### src/hw/rtl/nla_pkg.sv
`timescale 1ns / 1ps

package nla_pkg;

	// Table geometry and field widths.
	localparam int MaxLandmarks = 64;
	localparam int IdxW         = $clog2(MaxLandmarks);
	localparam int CountW       = 7;
	localparam int CoordW       = 24;
	localparam int DiffW        = CoordW + 1;
	localparam int SqW          = 2 * CoordW + 1;
	localparam int DistW        = SqW + 1;

	// The distance unit has two register stages ahead of the running minimum.
	localparam int DrainCycles  = 2;
	localparam int DrainW       = $clog2(DrainCycles);

	// Action codes carried in the input beat.
	localparam logic ACT_WRITE = 1'b0;
	localparam logic ACT_QUERY = 1'b1;

	typedef logic signed [CoordW-1:0] coord_t;
	typedef logic [IdxW-1:0]          idx_t;
	typedef logic [CountW-1:0]        count_t;

	typedef struct packed {
		coord_t x;
		coord_t y;
	} landmark_t;

	// Control handed from the sequencer to the distance unit each cycle.
	typedef struct packed {
		logic clear;
		logic valid;
		idx_t index;
	} nla_ctl_t;

	typedef enum logic [3:0] {
		ST_IDLE  = 4'b0001,
		ST_SCAN  = 4'b0010,
		ST_DRAIN = 4'b0100,
		ST_DONE  = 4'b1000
	} nla_state_t;

endpackage

### src/hw/rtl/nla_dist.sv
`timescale 1ns / 1ps

module nla_dist (
	input  logic               clk,
	input  logic               arst_n,
	input  nla_pkg::nla_ctl_t  ctl,
	input  nla_pkg::landmark_t head,
	input  nla_pkg::coord_t    qx,
	input  nla_pkg::coord_t    qy,
	output nla_pkg::idx_t      best_index
);
	import nla_pkg::*;

	logic signed [DiffW-1:0]   dx;
	logic signed [DiffW-1:0]   dy;
	logic signed [DiffW-1:0]   dx_s1;
	logic signed [DiffW-1:0]   dy_s1;
	logic                      valid_s1;
	idx_t                      index_s1;
	logic signed [2*DiffW-1:0] sq_x;
	logic signed [2*DiffW-1:0] sq_y;
	logic [SqW-1:0]            sq_x_s2;
	logic [SqW-1:0]            sq_y_s2;
	logic                      valid_s2;
	idx_t                      index_s2;
	logic [DistW-1:0]          sum_sq;
	logic [DistW-1:0]          best_dist_q;
	idx_t                      best_index_q;
	logic                      take;

	// Stage 1: coordinate differences against the query point.
	assign dx = DiffW'(head.x) - DiffW'(qx);
	assign dy = DiffW'(head.y) - DiffW'(qy);

	always_ff @(posedge clk or negedge arst_n) begin
		if (!arst_n) begin
			valid_s1 <= 1'b0;
		end else begin
			valid_s1 <= ctl.valid;
		end
	end

	always_ff @(posedge clk) begin
		dx_s1    <= dx;
		dy_s1    <= dy;
		index_s1 <= ctl.index;
	end

	// Stage 2: squares of the differences.
	assign sq_x = dx_s1 * dx_s1;
	assign sq_y = dy_s1 * dy_s1;

	always_ff @(posedge clk or negedge arst_n) begin
		if (!arst_n) begin
			valid_s2 <= 1'b0;
		end else begin
			valid_s2 <= valid_s1;
		end
	end

	always_ff @(posedge clk) begin
		sq_x_s2  <= sq_x[SqW-1:0];
		sq_y_s2  <= sq_y[SqW-1:0];
		index_s2 <= index_s1;
	end

	// Stage 3: sum and strict compare; entry 0, when searched, seeds the minimum.
	assign sum_sq = DistW'(sq_x_s2) + DistW'(sq_y_s2);
	assign take   = valid_s2 && ((index_s2 == '0) || (sum_sq < best_dist_q));

	always_ff @(posedge clk or negedge arst_n) begin
		if (!arst_n) begin
			best_index_q <= '0;
		end else if (ctl.clear) begin
			best_index_q <= '0;
		end else if (take) begin
			best_index_q <= index_s2;
		end
	end

	always_ff @(posedge clk) begin
		if (take) begin
			best_dist_q <= sum_sq;
		end
	end

	assign best_index = best_index_q;

endmodule

### config.mk
export PLATFORM = sky130hd
export DESIGN_NAME = nla_dist
export DESIGN_NICKNAME = d
export VERILOG_FILES = /design/src/hw/rtl/nla_pkg.sv /design/src/hw/rtl/nla_dist.sv
export SDC_FILE = /design/constraint.sdc
export NUM_CORES = 2
export LEC_CHECK = 0
export ABC_AREA = 1
export BUFFER_PORTS_ARGS = -buffer_cell sky130_fd_sc_hd__buf_2
export CORE_MARGIN = 3
export CORE_UTILIZATION = 60
export DETAILED_ROUTE_END_ITERATION = 8
export MAX_ROUTING_LAYER = met4
export PLACE_DENSITY_LB_ADDON = 0.12
export SLEW_MARGIN = 10
export SYNTH_ARGS = -nofsm -noshare
export SYNTH_HDL_FRONTEND = slang
export SYNTH_SLANG_ARGS = --single-unit
export TNS_END_PERCENT = 50
### constraint.sdc
create_clock -name clk -period 6.4 [get_ports clk]
set_input_delay 1.28 -clock clk [delete_from_list [all_inputs] [get_ports clk]]
set_output_delay 1.28 -clock clk [all_outputs]
set_load 0.1 [all_outputs]
# After elaboration in Yosys (flattened, before gate mapping)
# Index checks and enable logic that the tools add are counted.
[classes]
muxes = 2
magnitude_cmp = 1
mul = 2
n_reduce_logical = 4
addsub = 3
[op_table]
columns = ["operator", "count"]
rows = [
  ["25-bit by 25-bit multiplier with 49-bit output", 2],
  ["49-bit by 49-bit adder with 50-bit output", 1],
  ["50-bit less-than comparator", 1],
  ["24-bit by 24-bit subtractor with 25-bit output", 2],
  ["6-bit 2-to-1 mux", 2],
  ["6-bit zero test", 1],
  ["2-bit nonzero test", 1],
  ["1-bit logical AND", 1],
  ["1-bit logical OR", 1],
]
[word_totals]
regBits = 218
in_bits = 106
output_inout_bits = 6
wordCells = 22

# Depth between registers and ports, before layout
[depth]
ltp_word = 6
ltp_mapped = 30
ltp_nobuf = 28

# Worst setup path after synthesis
# Ideal clock, no wire load.
[synth_path]
path_type = "register to register"
start = "reg dy_s1[1]"
end = "reg sq_y_s2[48]"
setup_slack_ns = -0.043
stages_incl_launch_ff = 25
n_path_buf = 2
arrival_ns = 6.385
path_cell_list = "dfxtp_1 -> clkbuf_1 -> clkbuf_1 -> nand2_1 -> inv_1 -> fa_1 -> inv_1 -> fa_1 -> fa_1 -> inv_1 -> fa_1 -> fa_1 -> fa_1 -> fa_1 -> ha_1 -> inv_1 -> o21ai_0 -> nor2_1 -> a21boi_0 -> nor2_1 -> nor2_1 -> nand3_1 -> inv_1 -> nand3_1 -> nand2_1"
[synth_between]
elab_chain_len = 1
[synth_rtl]
columns = ["element", "line", "rtl"]
rows = [
  ["start, declared", "nla_dist.sv:17", "logic signed [DiffW-1:0] dy_s1;"],
  ["start signal, assigned", "nla_dist.sv:45", "dy_s1 <= dy;"],
  ["25-bit by 25-bit multiplier with 49-bit output", "nla_dist.sv:51", "assign sq_y = dy_s1 * dy_s1;"],
  ["named net sq_y[48]", "nla_dist.sv:21", "logic signed [2*DiffW-1:0] sq_y;"],
  ["end signal, assigned", "nla_dist.sv:63", "sq_y_s2 <= sq_y[SqW-1:0];"],
  ["end, declared", "nla_dist.sv:23", "logic [SqW-1:0] sq_y_s2;"],
]
# The timed path passes the listed nets, and every way through them passes these cells.
# A chain may end at the register's enable or synchronous reset.

# Worst setup path after layout
[layout_path]
start = "reg dy_s1[9]"
end = "reg sq_y_s2[30]"
# Same word-level chain as after synthesis.

==> run_results.csv <==
group,metric,value,unit
run_status,status,"completed",
synthesis,synth-async-reset-ratio,3.70,%
timing,finalCritPeriodShare,99.1,%
synthesis,ys_ff_latch,216,
setup_path,cp.arrival,6.88,ns
timing,max-slew-margin-rel,28.6,%
cells_and_area,area_growth,12.6,%
setup_path,crit_type,"register to register",
die,rows,110,
clocking,cts.clk_slew.worst_paths,0.06,ns
cells_and_area,nNetsFinal,8664,
detailed_routing,vias_per_cell,5.16,
detailed_routing,drt_iter0_markers,2862,
timing,hold_ws,0.326,ns
global_route,grt_max_degree,51,
synthesis,ys.flop_type,"dfxtp_1",
global_route,grt_pass1_vias,44100,
global_route,grt_pass1_wl,230000,um
placement,io_buffer_count,111,
placement,dpl.hpwl,123000,um
timing,worstMarginPinSlew,1.07,ns
setup_path,cp-start-kind,"register",
die,pin_count,112,
die,initial_core_util,60.6,%
clocking,clkLatencyLatePin,0.63,ns
clocking,cts_tree,"built",
timing,timing.final.crit_period,6.34,ns
cells_and_area,antennaDiodeCount,0,
detailed_routing,via_count,41900,
clocking,htree_levels,1,
die,core_area,0.0901,mm2
cells_and_area,utilization,68.2,%
setup_path,crit_path_cell_trace,"buf_12 > nand2_1 > fa_1 > inv_1 > buf_4 > fa_1 > fa_1 > fa_1 > fa_1 > fa_1 > inv_1 > fa_1 > inv_1 > ha_4 > nand2_2 > nor2_4 > nand2_1 > nor3_2 > buf_4 > nand2_1 > nand4_1 > buf_4 > xor2_2",
clocking,clkSinkCount,216,
timing,max_clock_freq,158,MHz
detailed_routing,drc,0,
synthesis,avgSynthCellArea,8.31,um2
die,fp.dieW,308,um
timing,rsz0062_at_grt,"true",
job,cap_violations,0,
clocking,cts_buffers,29,
clocking,cts-root-buf,"clkbuf_16",
placement,gp_congestion,0.992,
die,die_height,308,um
detailed_routing,drt-wirelength-per-cell,17.5,um
setup_path,cp-end-kind,"register",
cells_and_area,final_layout_size_suffix_gt1_share,11.2,%
synthesis,synth_edf_count,50,
synthesis,syn_nets,8324,
clocking,cts_buffer_depth,3,
synthesis,ys_warn_count,0,
cells_and_area,final_common_cell,"inv_1",
synthesis,ys_types,50,
placement,place_ws,-0.388,ns
detailed_routing,routed_wl,142000,um
synthesis,synthesis.area,0.0546,mm2
clocking,hold_buffers,0,
cells_and_area,mostFrequentLayoutCells,"inv_1 (2,003), fa_1 (1,191), nand2_1 (1,168), ha_1 (400), nor2_1 (319)",
timing,slew_violations,0,
setup_path,worstPathRequired,6.94,ns
synthesis,synth_cells,6575,
setup_path,cp_slowest_cell,"fa_1",
detailed_routing,drtPass1Iterations,8,
timing,worst_slack,0.0571,ns
die,die_area,0.0947,mm2
setup_path,r2r_slack,0.06,ns
min_path,min_path_type,"register to register",
setup_path,slowest_delay,0.56,ns
synthesis,synth_seq_area_share,8.90,%
global_route,antenna_found_initial,1,
global_route,grt_usage,31.7,%
detailed_routing,postRouteAntennaNets,0,
setup_path,crit_path_frequent_cell,"fa_1",
timing,fin_skew,0.0289,ns
global_route,gr-total-overflow,0,
timing,setup_viol,0,
timing,hold_viol,0,
setup_path,path_max_fanout,19,
==> critical path, delay by kind of cell, from the launching register on <==
family        cells  cell delay, ns
xor+xnor          1            0.18
buf+inv           7            0.83
flops             1            0.45
fa+ha+maj         8            3.80
simple gates      7            0.96
==> metrics by stage <==
step / area [um2] / setup TNS, ns / cells
after floorplan: 54600 / 0 / 6575
after global placement: 59100 / -3.45 / 8040
after detailed placement: 59100 / -4.97 / 8040
after CTS: 60200 / -0.0199 / 8094
after global routing: 61500 / -0.580 / 8114
final: 61500 / 0 / 8114
==> cell usage after synthesis, types with 37 or more instances <==
cell type,number,share of area [%]
inv_1,2020,14
fa_1,1200,44
nand2_1,1193,8.2
ha_1,443,10
nor2_1,371,2.5
a21oi_1,248,2.3
dfxtp_1,158,5.8
clkbuf_1,149,1.0
nand3_1,134,1.2
xor2_1,128,2.1
o21ai_0,126,1.2
xnor2_1,69,1.1
edfxtp_1,50,2.7
nor3_1,37,0.34
o21bai_1,37,0.51
==> logic make-up after synthesis <==
logic type               after synthesis  share of synthesized area (%)
buffers and inverters               2173                           14.9
AND/OR/NAND/NOR                     1815                           13.3
adder cells (fa/ha/maj)             1643                           54.1
AO/OA/AOI/OAI                        531                           5.57
flip-flops                           216                           8.90
XOR/XNOR                             197                           3.16
==> layer usage <==
metal	up-vias	GRT usage, %	wire length, um
li1	19700	-	-
met1	20800	45.5	64600
met2	1162	49.3	65100
met3	164	3.85	8910
met4	0	6.09	3060
met5	-	-	0
==> cell type report <==
class,instances,area [um2]
fill,7672,28600
inverter,2022,7610
clock inverter,21,251
multi-input combinational,4186,42600
sequential,216,4910
tap,1176,1470
timing repair buffer,460,3910
clock buffer,33,751
==> registers in the layout, summed over array words and instances (netlist names) <==
signal,flops
best_index,6
valid_s1,1
sq_x_s2,48
index_s1,6
best_dist_q,50
index_s2,6
dx_s1,25
valid_s2,1
dy_s1,25
sq_y_s2,48
==> final timing paths <==
| path | startpoint | depth (start not counted) | end |
|---|---|---|---|
| worst max register to register | dy_s1[9] | 23 | sq_y_s2[30] |
| worst min-delay path | index_s1[3] | 0 | index_s2[3] |
| worst max-delay path | dy_s1[9] | 23 | sq_y_s2[30] |
| min in group asynchronous | arst_n | 1 | best_index[5] |
| worst min register to register | index_s1[3] | 0 | index_s2[3] |
| max in group asynchronous | arst_n | 1 | best_index[1] |
==> what timing repair did <==
item	4_1_cts	5_1_grt
resized for setup	22	281
pin swaps	0	30
setup endpoints to repair	37	60
buffers inserted	0	15
cloned	0	5
Power is left out: the tool's default activity adds up to more than one toggle a clock period on the data nets, which glitch-free logic cannot reach.
