===== src/hw/rtl/nla_pkg.sv =====
`timescale 1ns / 1ps

package nla_pkg;

	// Table geometry and field widths.
	localparam int MaxLandmarks = 64;
	localparam int IdxW         = $clog2(MaxLandmarks);
	localparam int CountW       = 7;
	localparam int CoordW       = 24;
	localparam int DiffW        = CoordW + 1;
	localparam int SqW          = 2 * CoordW + 1;
	localparam int DistW        = SqW + 1;

	// The distance unit has two register stages ahead of the running minimum.
	localparam int DrainCycles  = 2;
	localparam int DrainW       = $clog2(DrainCycles);

	// Action codes carried in the input beat.
	localparam logic ACT_WRITE = 1'b0;
	localparam logic ACT_QUERY = 1'b1;

	typedef logic signed [CoordW-1:0] coord_t;
	typedef logic [IdxW-1:0]          idx_t;
	typedef logic [CountW-1:0]        count_t;

	typedef struct packed {
		coord_t x;
		coord_t y;
	} landmark_t;

	// Control handed from the sequencer to the distance unit each cycle.
	typedef struct packed {
		logic clear;
		logic valid;
		idx_t index;
	} nla_ctl_t;

	typedef enum logic [3:0] {
		ST_IDLE  = 4'b0001,
		ST_SCAN  = 4'b0010,
		ST_DRAIN = 4'b0100,
		ST_DONE  = 4'b1000
	} nla_state_t;

endpackage


===== src/hw/rtl/nla_cell.sv =====
`timescale 1ns / 1ps

module nla_cell (
	input  logic               clk,
	input  logic               shift_en,
	input  logic               wr_en,
	input  nla_pkg::landmark_t wr_data,
	input  nla_pkg::landmark_t nbr,
	output nla_pkg::landmark_t data
);
	import nla_pkg::*;

	landmark_t entry_q;

	// One table entry: loaded by a write, or takes its neighbor's entry on a shift.
	always_ff @(posedge clk) begin
		if (wr_en) begin
			entry_q <= wr_data;
		end else if (shift_en) begin
			entry_q <= nbr;
		end
	end

	assign data = entry_q;

endmodule


===== config.mk =====
export PLATFORM = sky130hd
export DESIGN_NAME = nla_cell
export DESIGN_NICKNAME = d
export VERILOG_FILES = /design/src/hw/rtl/nla_pkg.sv /design/src/hw/rtl/nla_cell.sv
export SDC_FILE = /design/constraint.sdc
export NUM_CORES = 1
export LEC_CHECK = 0
export ABC_CLOCK_PERIOD_IN_PS = 2000
export BUFFER_PORTS_ARGS = -buffer_cell sky130_fd_sc_hd__buf_2
export CORE_UTILIZATION = 38
export CTS_BUF_LIST = sky130_fd_sc_hd__clkbuf_4 sky130_fd_sc_hd__clkbuf_8
export CTS_CLUSTER_DIAMETER = 100
export DETAILED_ROUTE_END_ITERATION = 7
export PLACE_DENSITY = 0.78
export SYNTH_ARGS = -nofsm -noshare
export SYNTH_HDL_FRONTEND = slang
export SYNTH_SLANG_ARGS = --single-unit

===== constraint.sdc =====
create_clock -name clk -period 2 [get_ports clk]
set_clock_uncertainty 0.15 [all_clocks]
set_input_delay 0.2 -clock clk [delete_from_list [all_inputs] [get_ports clk]]
set_output_delay 0.2 -clock clk [all_outputs]
set_load 0.01 [all_outputs]

# == Yosys cells after proc, flatten, opt, wreduce, memory -nomap -nowiden ==
# Index checks and enable logic that the tools add are counted.
# word_totals
reg_bits,48
output_inout_bits,48
# classes
muxes,2
n_reduce_logical,1
# ops
op,n
$mux W48,2
$reduce_bool A2 Y1,1

# == Logic depth before layout (Yosys ltp) ==
# Gate-level depths: netlist (run 1).
# logic_depth
word_depth,2
depth_mapped,3

# == Worst setup path before layout (run 1) ==
# OpenSTA, ideal clock, no wires.
# synth_timing
path_kind,input-to-reg
from,input port wr_en
to,"register entry_q (netlist bit data[0]), enable pin"
setup_time_ps,408
t_arrival_ps,1594
t_required_ps,1442
setup_slack_ps,-152
stages,3
path_cell_list,buf_6 -> buf_6 -> or2_1
# synth_between
elab_chain_cells,1
# synth_lines
item,line_no,text
"start, declared",nla_cell.sv:6,"input logic wr_en,"
$reduce_bool A2 Y1 (no line),--,
"end signal, assigned",nla_cell.sv:18,entry_q <= wr_data;
"end signal, assigned",nla_cell.sv:20,entry_q <= nbr;
"end, declared",nla_cell.sv:13,landmark_t entry_q;
# No other way between the ends.
# A chain may end at the register's enable or synchronous reset.

# == Final worst setup path (run 1) ==
# layout_timing
from,register entry_q (netlist bit data[45])
to,output port data[45] in the netlist's numbering
# layout_rtl
item,line_no,text
"end, declared",nla_cell.sv:9,output nla_pkg::landmark_t data
# No word-level cell between the ends.

==> results of run 1 <==
[power by group through the flow]
| stage | Clock, mW | Sequential, mW | Combinational [mW] |
|---|---|---|---|
| 4_1_cts | 0.562 | 1.26 | 0.409 |
| 2_1_floorplan | 0 | 1.35 | 0.124 |
| 3_3_place_gp | 0 | 1.28 | 0.400 |
| 5_1_grt | 0.594 | 1.27 | 0.439 |
| 6_report | 0.547 | 1.26 | 0.401 |
| 3_5_place_dp | 0 | 1.28 | 0.408 |
[metrics by stage]
stage | total power [mW] | instance area, um2 | worst slack [ps] | hold WS [ps]
2_1_floorplan | 1.47 | 2070 | 318 | 267
3_3_place_gp | 1.68 | 2870 | 572 | 353
3_5_place_dp | 1.69 | 2870 | 553 | 353
4_1_cts | 2.23 | 2960 | 794 | 54.0
5_1_grt | 2.30 | 2960 | 767 | 51.8
6_report | 2.21 | 2960 | 812 | 59.8
[synth_stat cells]
master / number
or2_1: 1
mux2_4: 9
buf_6: 2
mux2_2: 39
buf_4: 3
edfxtp_1: 48
[cells by family (layout without fill, tap and decap cells)]
kind of cell / Yosys count / in the layout / share of synthesized area (%)
DFF: 48 / 48 / 69.7
muxes: 48 / 48 / 27.8
buffers and inverters: 5 / 158 / 2.18
and+or+nand+nor: 1 / 1 / 0.303
[layer usage]
metal / vias up / GRT usage [%]
li1: 701 / -
met1: 659 / 15.4
met2: 86 / 26.7
met3: 6 / 5.29
met4: 0 / 6.79
met5: - / 0
[worst max path at each step]
stage / endpoint / slack, ps / depth (start not counted)
2_1_floorplan: data[0] / 320 / 3
3_3_place_gp: data[43] / 570 / 3
3_5_place_dp: data[3] / 550 / 3
4_1_cts: data[10] / 790 / 1
5_1_grt: data[10] / 770 / 1
6_report: data[45] / 810 / 1
[final cells by class]
class / instances / area, um2
clock inverters: 2 / 11.3
clock buffers: 6 / 76.3
flip-flops and latches: 48 / 1440
well taps: 70 / 87.6
fillers: 445 / 2210
repair buffers: 150 / 761
multi-input cells: 49 / 581
==> flow_metrics.env, run 1 <==
export IMPL_clkPwrFrac_pct=24.8
export IMPL_crit_chain="buf_2"
export IMPL_cts_resized=0
export IMPL_cts_path_max_buffers=2
export IMPL_fp_dieH_um=75.8
export IMPL_slew_viol_final=0
export IMPL_initial_core_util_pct=40.0
export IMPL_most_common_layout_cells="buf_2 (146), edfxtp_1 (48), mux2_2 (39)"
export IMPL_final_util_pct=57.2
export IMPL_clk_transition_reported_paths_ps=80
export IMPL_drtPass1Iterations=4
export IMPL_pin_count=147
export IMPL_synth_seq_cells=48
export IMPL_grt_pass1_wl_um=6060
export IMPL_post_cts_buffers=0
export IMPL_wl_met2_um=2250
export IMPL_core_um2=5170
export IMPL_pwr_density_cell_nw_per_um2=746
export IMPL_yosysSeqAreaShare_pct=69.7
export IMPL_place_inst=317
export IMPL_tightestPinTransition_ps=591
export IMPL_synth_cell_type_count=6
export IMPL_htreeDepth=2
export IMPL_crit_type="flip-flop to output pin"
export IMPL_grt_usage_pct=14.8
export IMPL_max_freq_mhz=842
export IMPL_vias=1452
export IMPL_cp_slowest_stage_delay_ps=400
export IMPL_cp_required_ps=1650
export IMPL_worstHoldStart="wr_data[41]"
export IMPL_worstPathMaxFanout=1
export IMPL_cts_hold_buffers=0
export IMPL_avgViaCountPerCell=4.47
export IMPL_cts_tree="yes"
export IMPL_internal_power_mw=1.71
export IMPL_critical_path_top_delay_family="flip-flops"
export IMPL_setup_violations=0
export IMPL_grt_max_degree=49
export IMPL_crit_buf_inv=1
export IMPL_finalCritPeriodShare_pct=59.4
export IMPL_wl_um=4380
export IMPL_avgSynthCellArea_um2=20.3
export IMPL_layout_commonest_cell="buf_2"
export IMPL_finalHoldViolations=0
export IMPL_postRouteAntennaNets=0
export IMPL_rows=26
export IMPL_cts_buffers=5
export IMPL_port_buffers=146
export IMPL_yosysTopAreaCellShare_pct=69.7
export IMPL_status="completed"
export IMPL_start_kind="flip-flop"
export IMPL_largest_reg_flops=48
export IMPL_cts_root_buf="clkbuf_8"
export IMPL_die_x_um=75.8
export IMPL_wl_met3_um=403
export IMPL_vdd_ir_drop_worst_mv=0.288
export IMPL_tns_ps=0
export IMPL_rsz0062_at_grt="false"
export IMPL_crit_path_start="data[45]"
export IMPL_dieArea_um2=5740
export IMPL_drt_met1_wl_um=1650
export IMPL_synth_area_um2=2070
export IMPL_drt_initial_drc_count=58
export IMPL_grt_antenna_before_repair=0
export IMPL_final_cells=325
export IMPL_power_frac_comb_pct=18.2
export IMPL_dpl_hpwl_um=3550
export IMPL_synth_cells=102
export IMPL_antenna_cells=0
export IMPL_switching_share_pct=22.6
export IMPL_clkSinkCount=48
export IMPL_synth_area_leaders="edfxtp_1 (70%), mux2_2 (21%), mux2_4 (6.5%)"
export IMPL_first_global_vias=1378
export IMPL_final_nets=353
export IMPL_synth_warnings=0
export IMPL_synth_area_leader_cell="edfxtp_1"
export IMPL_crit_arrival_ps=840
export IMPL_maxSlewHeadroom_pct=60.6
export IMPL_switchingPower_mw=0.497
export IMPL_drc=0
export IMPL_gp_congestion=0.774
export IMPL_fin_crit_ps=1190
export IMPL_routedWlPerCell_um=13.5
export IMPL_cp_slowest_cell="edfxtp_1"
export IMPL_top_layer_used="met4"
export IMPL_min_to="data[41]"
export IMPL_holdCritPathClass="input port to flip-flop"
export IMPL_p_seq_share_pct=57.0
export IMPL_p_leak_nw=1.35
export IMPL_synth_fp_nets=201
export IMPL_holdPathStages=2
export IMPL_drv_cap=0
export IMPL_grt_remaining_overflow=0
export IMPL_area_growth_syn_to_layout_pct=43.1
export IMPL_drive_gt1_share_pct=80.8
export IMPL_end_kind="output pin"
No activity file was read; power rests on OpenSTA's default activity.
==> run 2, diff against run 1 <==
- ABC_CLOCK_PERIOD_IN_PS: 2000 -> 1200
- CORE_UTILIZATION: 38 -> 42
- PLACE_DENSITY: 0.78 -> 0.82
- clock period: 2 -> 1.2 ns (I/O delays scaled with it)
==> run 2 against run 1 <==
Against the previous run: clock-buffer cell count fell by 1; first-iteration DRC count up 12%; sequential share of layout area fell by 12 points; sequential power increased by 67%; cell area is 34% higher; via count grew 37%; routed wire length rose by 69%; clock power is 74% higher; worst setup slack lost 790 ps; global-route usage rose by 15 points; utilization is 27 points higher; non-clock buffer count rose by 98; critical endpoint is now data[34]; largest cell class is now buffers.
==> flow_metrics.env, run 2 (same netlist as run 1, synthesis figures left out) <==
export IMPL_area_growth_syn_to_layout_pct=91.9
export IMPL_antenna_cells=0
export IMPL_largest_reg_flops=48
export IMPL_met3_usage_pct=8.06
export IMPL_drv_cap=0
export IMPL_cts_resized=0
export IMPL_drtPass1Iterations=6
export IMPL_max_freq_mhz=848
export IMPL_holdCritPathClass="input port to flip-flop"
export IMPL_pwr_density_cell_nw_per_um2=1020
export IMPL_status="completed"
export IMPL_port_buffers=146
export IMPL_dpl_hpwl_um=3490
export IMPL_vdd_ir_drop_worst_mv=0.702
export IMPL_tightestPinTransition_ps=263
export IMPL_maxSlewHeadroom_pct=82.5
export IMPL_drt_initial_drc_count=65
export IMPL_fin_area_um2=3970
export IMPL_drc=0
export IMPL_met1_usage_pct=25.4
export IMPL_cts_root_buf="clkbuf_8"
export IMPL_grt_busiest_layer="met2"
export IMPL_clkSinkCount=48
export IMPL_cts_path_max_buffers=2
export IMPL_routedWlPerCell_um=17.6
export IMPL_end_kind="flip-flop"
export IMPL_finalHoldViolations=0
export IMPL_cts_hold_buffers=95
export IMPL_cp_slowest_stage_delay_ps=570
export IMPL_pin_count=147
export IMPL_die_x_um=72.2
export IMPL_rows=25
export IMPL_post_cts_buffers=0
export IMPL_place_inst=317
export IMPL_most_common_layout_cells="buf_2 (146), dlygate4sd3_1 (95), edfxtp_1 (48)"
export IMPL_vias=1991
export IMPL_crit_buf_inv=2
export IMPL_fp_dieH_um=72.2
export IMPL_rsz0062_at_grt="false"
export IMPL_postRouteAntennaNets=0
export IMPL_grt_max_degree=24
export IMPL_cts_tree="yes"
export IMPL_clk_transition_reported_paths_ps=90
export IMPL_hold_worst_slack_ps=6.00
export IMPL_worstPathMaxFanout=1
export IMPL_grt_remaining_overflow=0
export IMPL_crit_chain="dlygate4sd3_1, buf_2, mux2_2"
export IMPL_drive_gt1_share_pct=59.5
export IMPL_grt_antenna_before_repair=0
export IMPL_cp_required_ps=1100
export IMPL_initial_core_util_pct=43.8
export IMPL_grt_usage_pct=29.5
export IMPL_final_cells=420
export IMPL_grt_pass1_wl_um=11000
export IMPL_crit_arrival_ps=1080
export IMPL_start_kind="input port"
export IMPL_crit_type="input port to flip-flop"
export IMPL_fin_crit_ps=1180
export IMPL_critical_path_top_delay_family="buffers and inverters"
export IMPL_finalCritPeriodShare_pct=98.2
export IMPL_setup_violations=0
export IMPL_place_area_um2=2930
export IMPL_cp_slowest_cell="dlygate4sd3_1"
export IMPL_cts_buffers=5
export IMPL_core_um2=4720
export IMPL_slew_viol_final=0
export IMPL_layout_commonest_cell="buf_2"
export IMPL_first_global_vias=2237
export IMPL_dieArea_um2=5210
export IMPL_wl_um=7410
export IMPL_p_leak_nw=1.79
export IMPL_gp_congestion=0.752
export IMPL_htreeDepth=2
export IMPL_avgViaCountPerCell=4.74
export IMPL_final_nets=451
export IMPL_grtUsageMet2_pct=59.3
## run 2: routing by layer
metal / up-vias / wire length (um)
met4: 0 / 325
li1: 899 / -
met2: 127 / 4210
met5: - / 0
met3: 32 / 566
met1: 933 / 2310
## run 2: cell type report
type,instances,area (um2)
clock buffer,5,68.8
clock inverter,3,18.8
fill,235,756
multi-input combinational,49,583
sequential,48,1440
tap,67,83.8
timing repair buffer,248,1770
## run 2: final timing paths
path / from / slack [ps] / to / depth (start not counted)
max: wr_data[34] / 20 / data[34] / 3
min: nbr[6] / 6 / data[6] / 2
## run 2: metrics by stage
stage               setup TNS [ps]  utilization, %  worst slack (ps)  power [mW]
floorplan                    -5300               -              -110        2.46
global placement             -3730            62.0             -55.3        2.82
detailed placement           -4640            62.0             -79.6        2.84
CTS                              0            84.0              56.2        4.00
global route                     0            84.0              13.2        4.20
finish                           0            84.0              21.1        4.04
## run 2: power breakdown
group          switching (mW)  internal, mW
clock network           0.544         0.407
logic                   0.390         0.588
registers              0.0520          2.06
==> run 3, diff against run 2 <==
==> constraint.sdc (replaced) <==
create_clock -name clk -period 1.2 [get_ports clk]
set_clock_uncertainty 0.15 [all_clocks]
set_input_delay 0.24 -clock clk [delete_from_list [all_inputs] [get_ports clk]]
set_output_delay 0.24 -clock clk [all_outputs]
set_load 0.01 [all_outputs]
==> run 3 against run 2 <==
Against the previous run: via count shrank 25%; the flow now finishes with violations (setup timing); clock power down 4.0%; power fell by 8.4%; critical endpoint is now data[5].
==> flow_metrics.env, run 3 (same netlist as run 1, synthesis figures left out) <==
export IMPL_post_place_ws_ps=-193
export IMPL_switching_share_pct=23.1
export IMPL_grt_usage_pct=16.4
export IMPL_dpl_hpwl_um=3470
export IMPL_crit_buf_inv=1
export IMPL_cp_slowest_stage_delay_ps=400
export IMPL_cp_required_ps=810
export IMPL_drv_cap=0
export IMPL_fin_crit_ps=1230
export IMPL_cp_slowest_cell="edfxtp_1"
export IMPL_violations="setup timing"
export IMPL_dieArea_um2=5210
export IMPL_finalHoldViolations=0
export IMPL_crit_chain="buf_2"
export IMPL_place_area_um2=2930
export IMPL_post_cts_buffers=0
export IMPL_vias=1487
export IMPL_maxSlewHeadroom_pct=84.4
export IMPL_most_common_layout_cells="buf_2 (146), edfxtp_1 (48), mux2_2 (39)"
export IMPL_crit_type="flip-flop to output pin"
export IMPL_final_util_pct=63.9
export IMPL_grt_max_degree=24
export IMPL_vdd_ir_drop_worst_mv=0.681
export IMPL_setup_violations=10
export IMPL_gp_congestion=0.750
export IMPL_switchingPower_mw=0.853
export IMPL_rows=25
export IMPL_antenna_cells=0
export IMPL_fp_dieH_um=72.2
export IMPL_pin_count=147
export IMPL_internal_power_mw=2.85
export IMPL_p_leak_nw=1.39
export IMPL_drive_gt1_share_pct=81.4
export IMPL_cts_buffers=5
export IMPL_worstPathMaxFanout=1
export IMPL_clkSinkCount=48
export IMPL_finalCritPeriodShare_pct=103
export IMPL_rsz0062_at_grt="true"
export IMPL_grt_remaining_overflow=0
export IMPL_min_to="data[45]"
export IMPL_grt_antenna_before_repair=0
export IMPL_power_frac_comb_pct=18.6
export IMPL_drt_initial_drc_count=52
export IMPL_crit_arrival_ps=840
export IMPL_avgViaCountPerCell=4.58
export IMPL_status="finished, violations left"
export IMPL_holdCritPathClass="input port to flip-flop"
export IMPL_initial_core_util_pct=43.8
export IMPL_clk_transition_reported_paths_ps=90
export IMPL_clkPwrFrac_pct=24.7
export IMPL_layout_commonest_cell="buf_2"
export IMPL_worstHoldStart="wr_data[45]"
export IMPL_port_buffers=146
export IMPL_cts_path_max_buffers=2
export IMPL_setup_ws_ps=-32.9
export IMPL_die_x_um=72.2
export IMPL_drtPass1Iterations=4
export IMPL_wl_um=4250
export IMPL_area_growth_syn_to_layout_pct=45.9
export IMPL_fin_area_um2=3020
export IMPL_pwr_density_cell_nw_per_um2=1230
export IMPL_first_global_vias=1429
export IMPL_postRouteAntennaNets=0
export IMPL_cts_root_buf="clkbuf_8"
export IMPL_critical_path_top_delay_family="flip-flops"
export IMPL_tightestPinTransition_ps=234
export IMPL_cts_tree="yes"
export IMPL_core_um2=4720
export IMPL_max_freq_mhz=811
export IMPL_slew_viol_final=0
export IMPL_htreeDepth=2
export IMPL_cts_hold_buffers=0
export IMPL_end_kind="output pin"
export IMPL_drc=0
export IMPL_start_kind="flip-flop"
export IMPL_p_seq_share_pct=56.7
export IMPL_grt_pass1_wl_um=6430
export IMPL_largest_reg_flops=48
export IMPL_holdPathStages=2
export IMPL_routedWlPerCell_um=13.1
export IMPL_final_nets=356
==> run 3: changes by cell type in the layout (fill, tap and decap cells not counted), sizes merged <==
cell / change
dlygate4sd3: -95
==> run 3: stage by stage <==
step                TNS [ps]  total power, mW  instances  hold WS, ps
floorplan             -11060             2.46        102          307
global placement      -15040             2.82        317          390
detailed placement    -15140             2.84        317          396
CTS                     -469             3.76        325         82.4
global route           -1570             3.87        325         78.6
finish                  -134             3.70        325         91.9
==> run 3: worst max path at each step <==
stage	from	end	slack (ps)	cells past startpoint
after floorplan	wr_en	data[0]	-230	3
after global placement	wr_en	data[21]	-180	3
after detailed placement	wr_en	data[5]	-190	3
after CTS	data[13]	data[13]	-60	1
after global routing	data[5]	data[5]	-70	1
final	data[5]	data[5]	-30	1
==> run 3: layout make-up <==
type	instances	area [um2]
Fill cell	359	1710
Multi-Input combinational cell	49	583
Clock inverter	3	18.8
Clock buffer	5	68.8
Timing Repair Buffer	153	821
Sequential cell	48	1440
Tap cell	67	83.8
==> run 3: layer usage <==
| metal | GRT usage (%) | part of all wire [%] | vias to the layer above | wire length, um |
|---|---|---|---|---|
| li1 | - | - | 709 | - |
| met1 | 17.2 | 36 | 686 | 1520 |
| met2 | 31.3 | 54 | 85 | 2300 |
| met3 | 4.03 | 8.4 | 7 | 358 |
| met4 | 6.54 | 1.6 | 0 | 66 |
| met5 | 0 | 0 | - | 0 |
==> run 3: timing repair <==
action,in CTS,in global routing
pin swaps,0,0
resized for setup,0,0
setup endpoints to repair,30,48
==> run 3: power by group through the flow <==
stage          sequential [mW]  combinational (mW)  clock (mW)
3_3_place_gp              2.13               0.685           0
5_1_grt                   2.11               0.744        1.02
6_report                  2.10               0.689       0.913
4_1_cts                   2.10               0.700       0.956
2_1_floorplan             2.25               0.216           0
3_5_place_dp              2.14               0.699           0
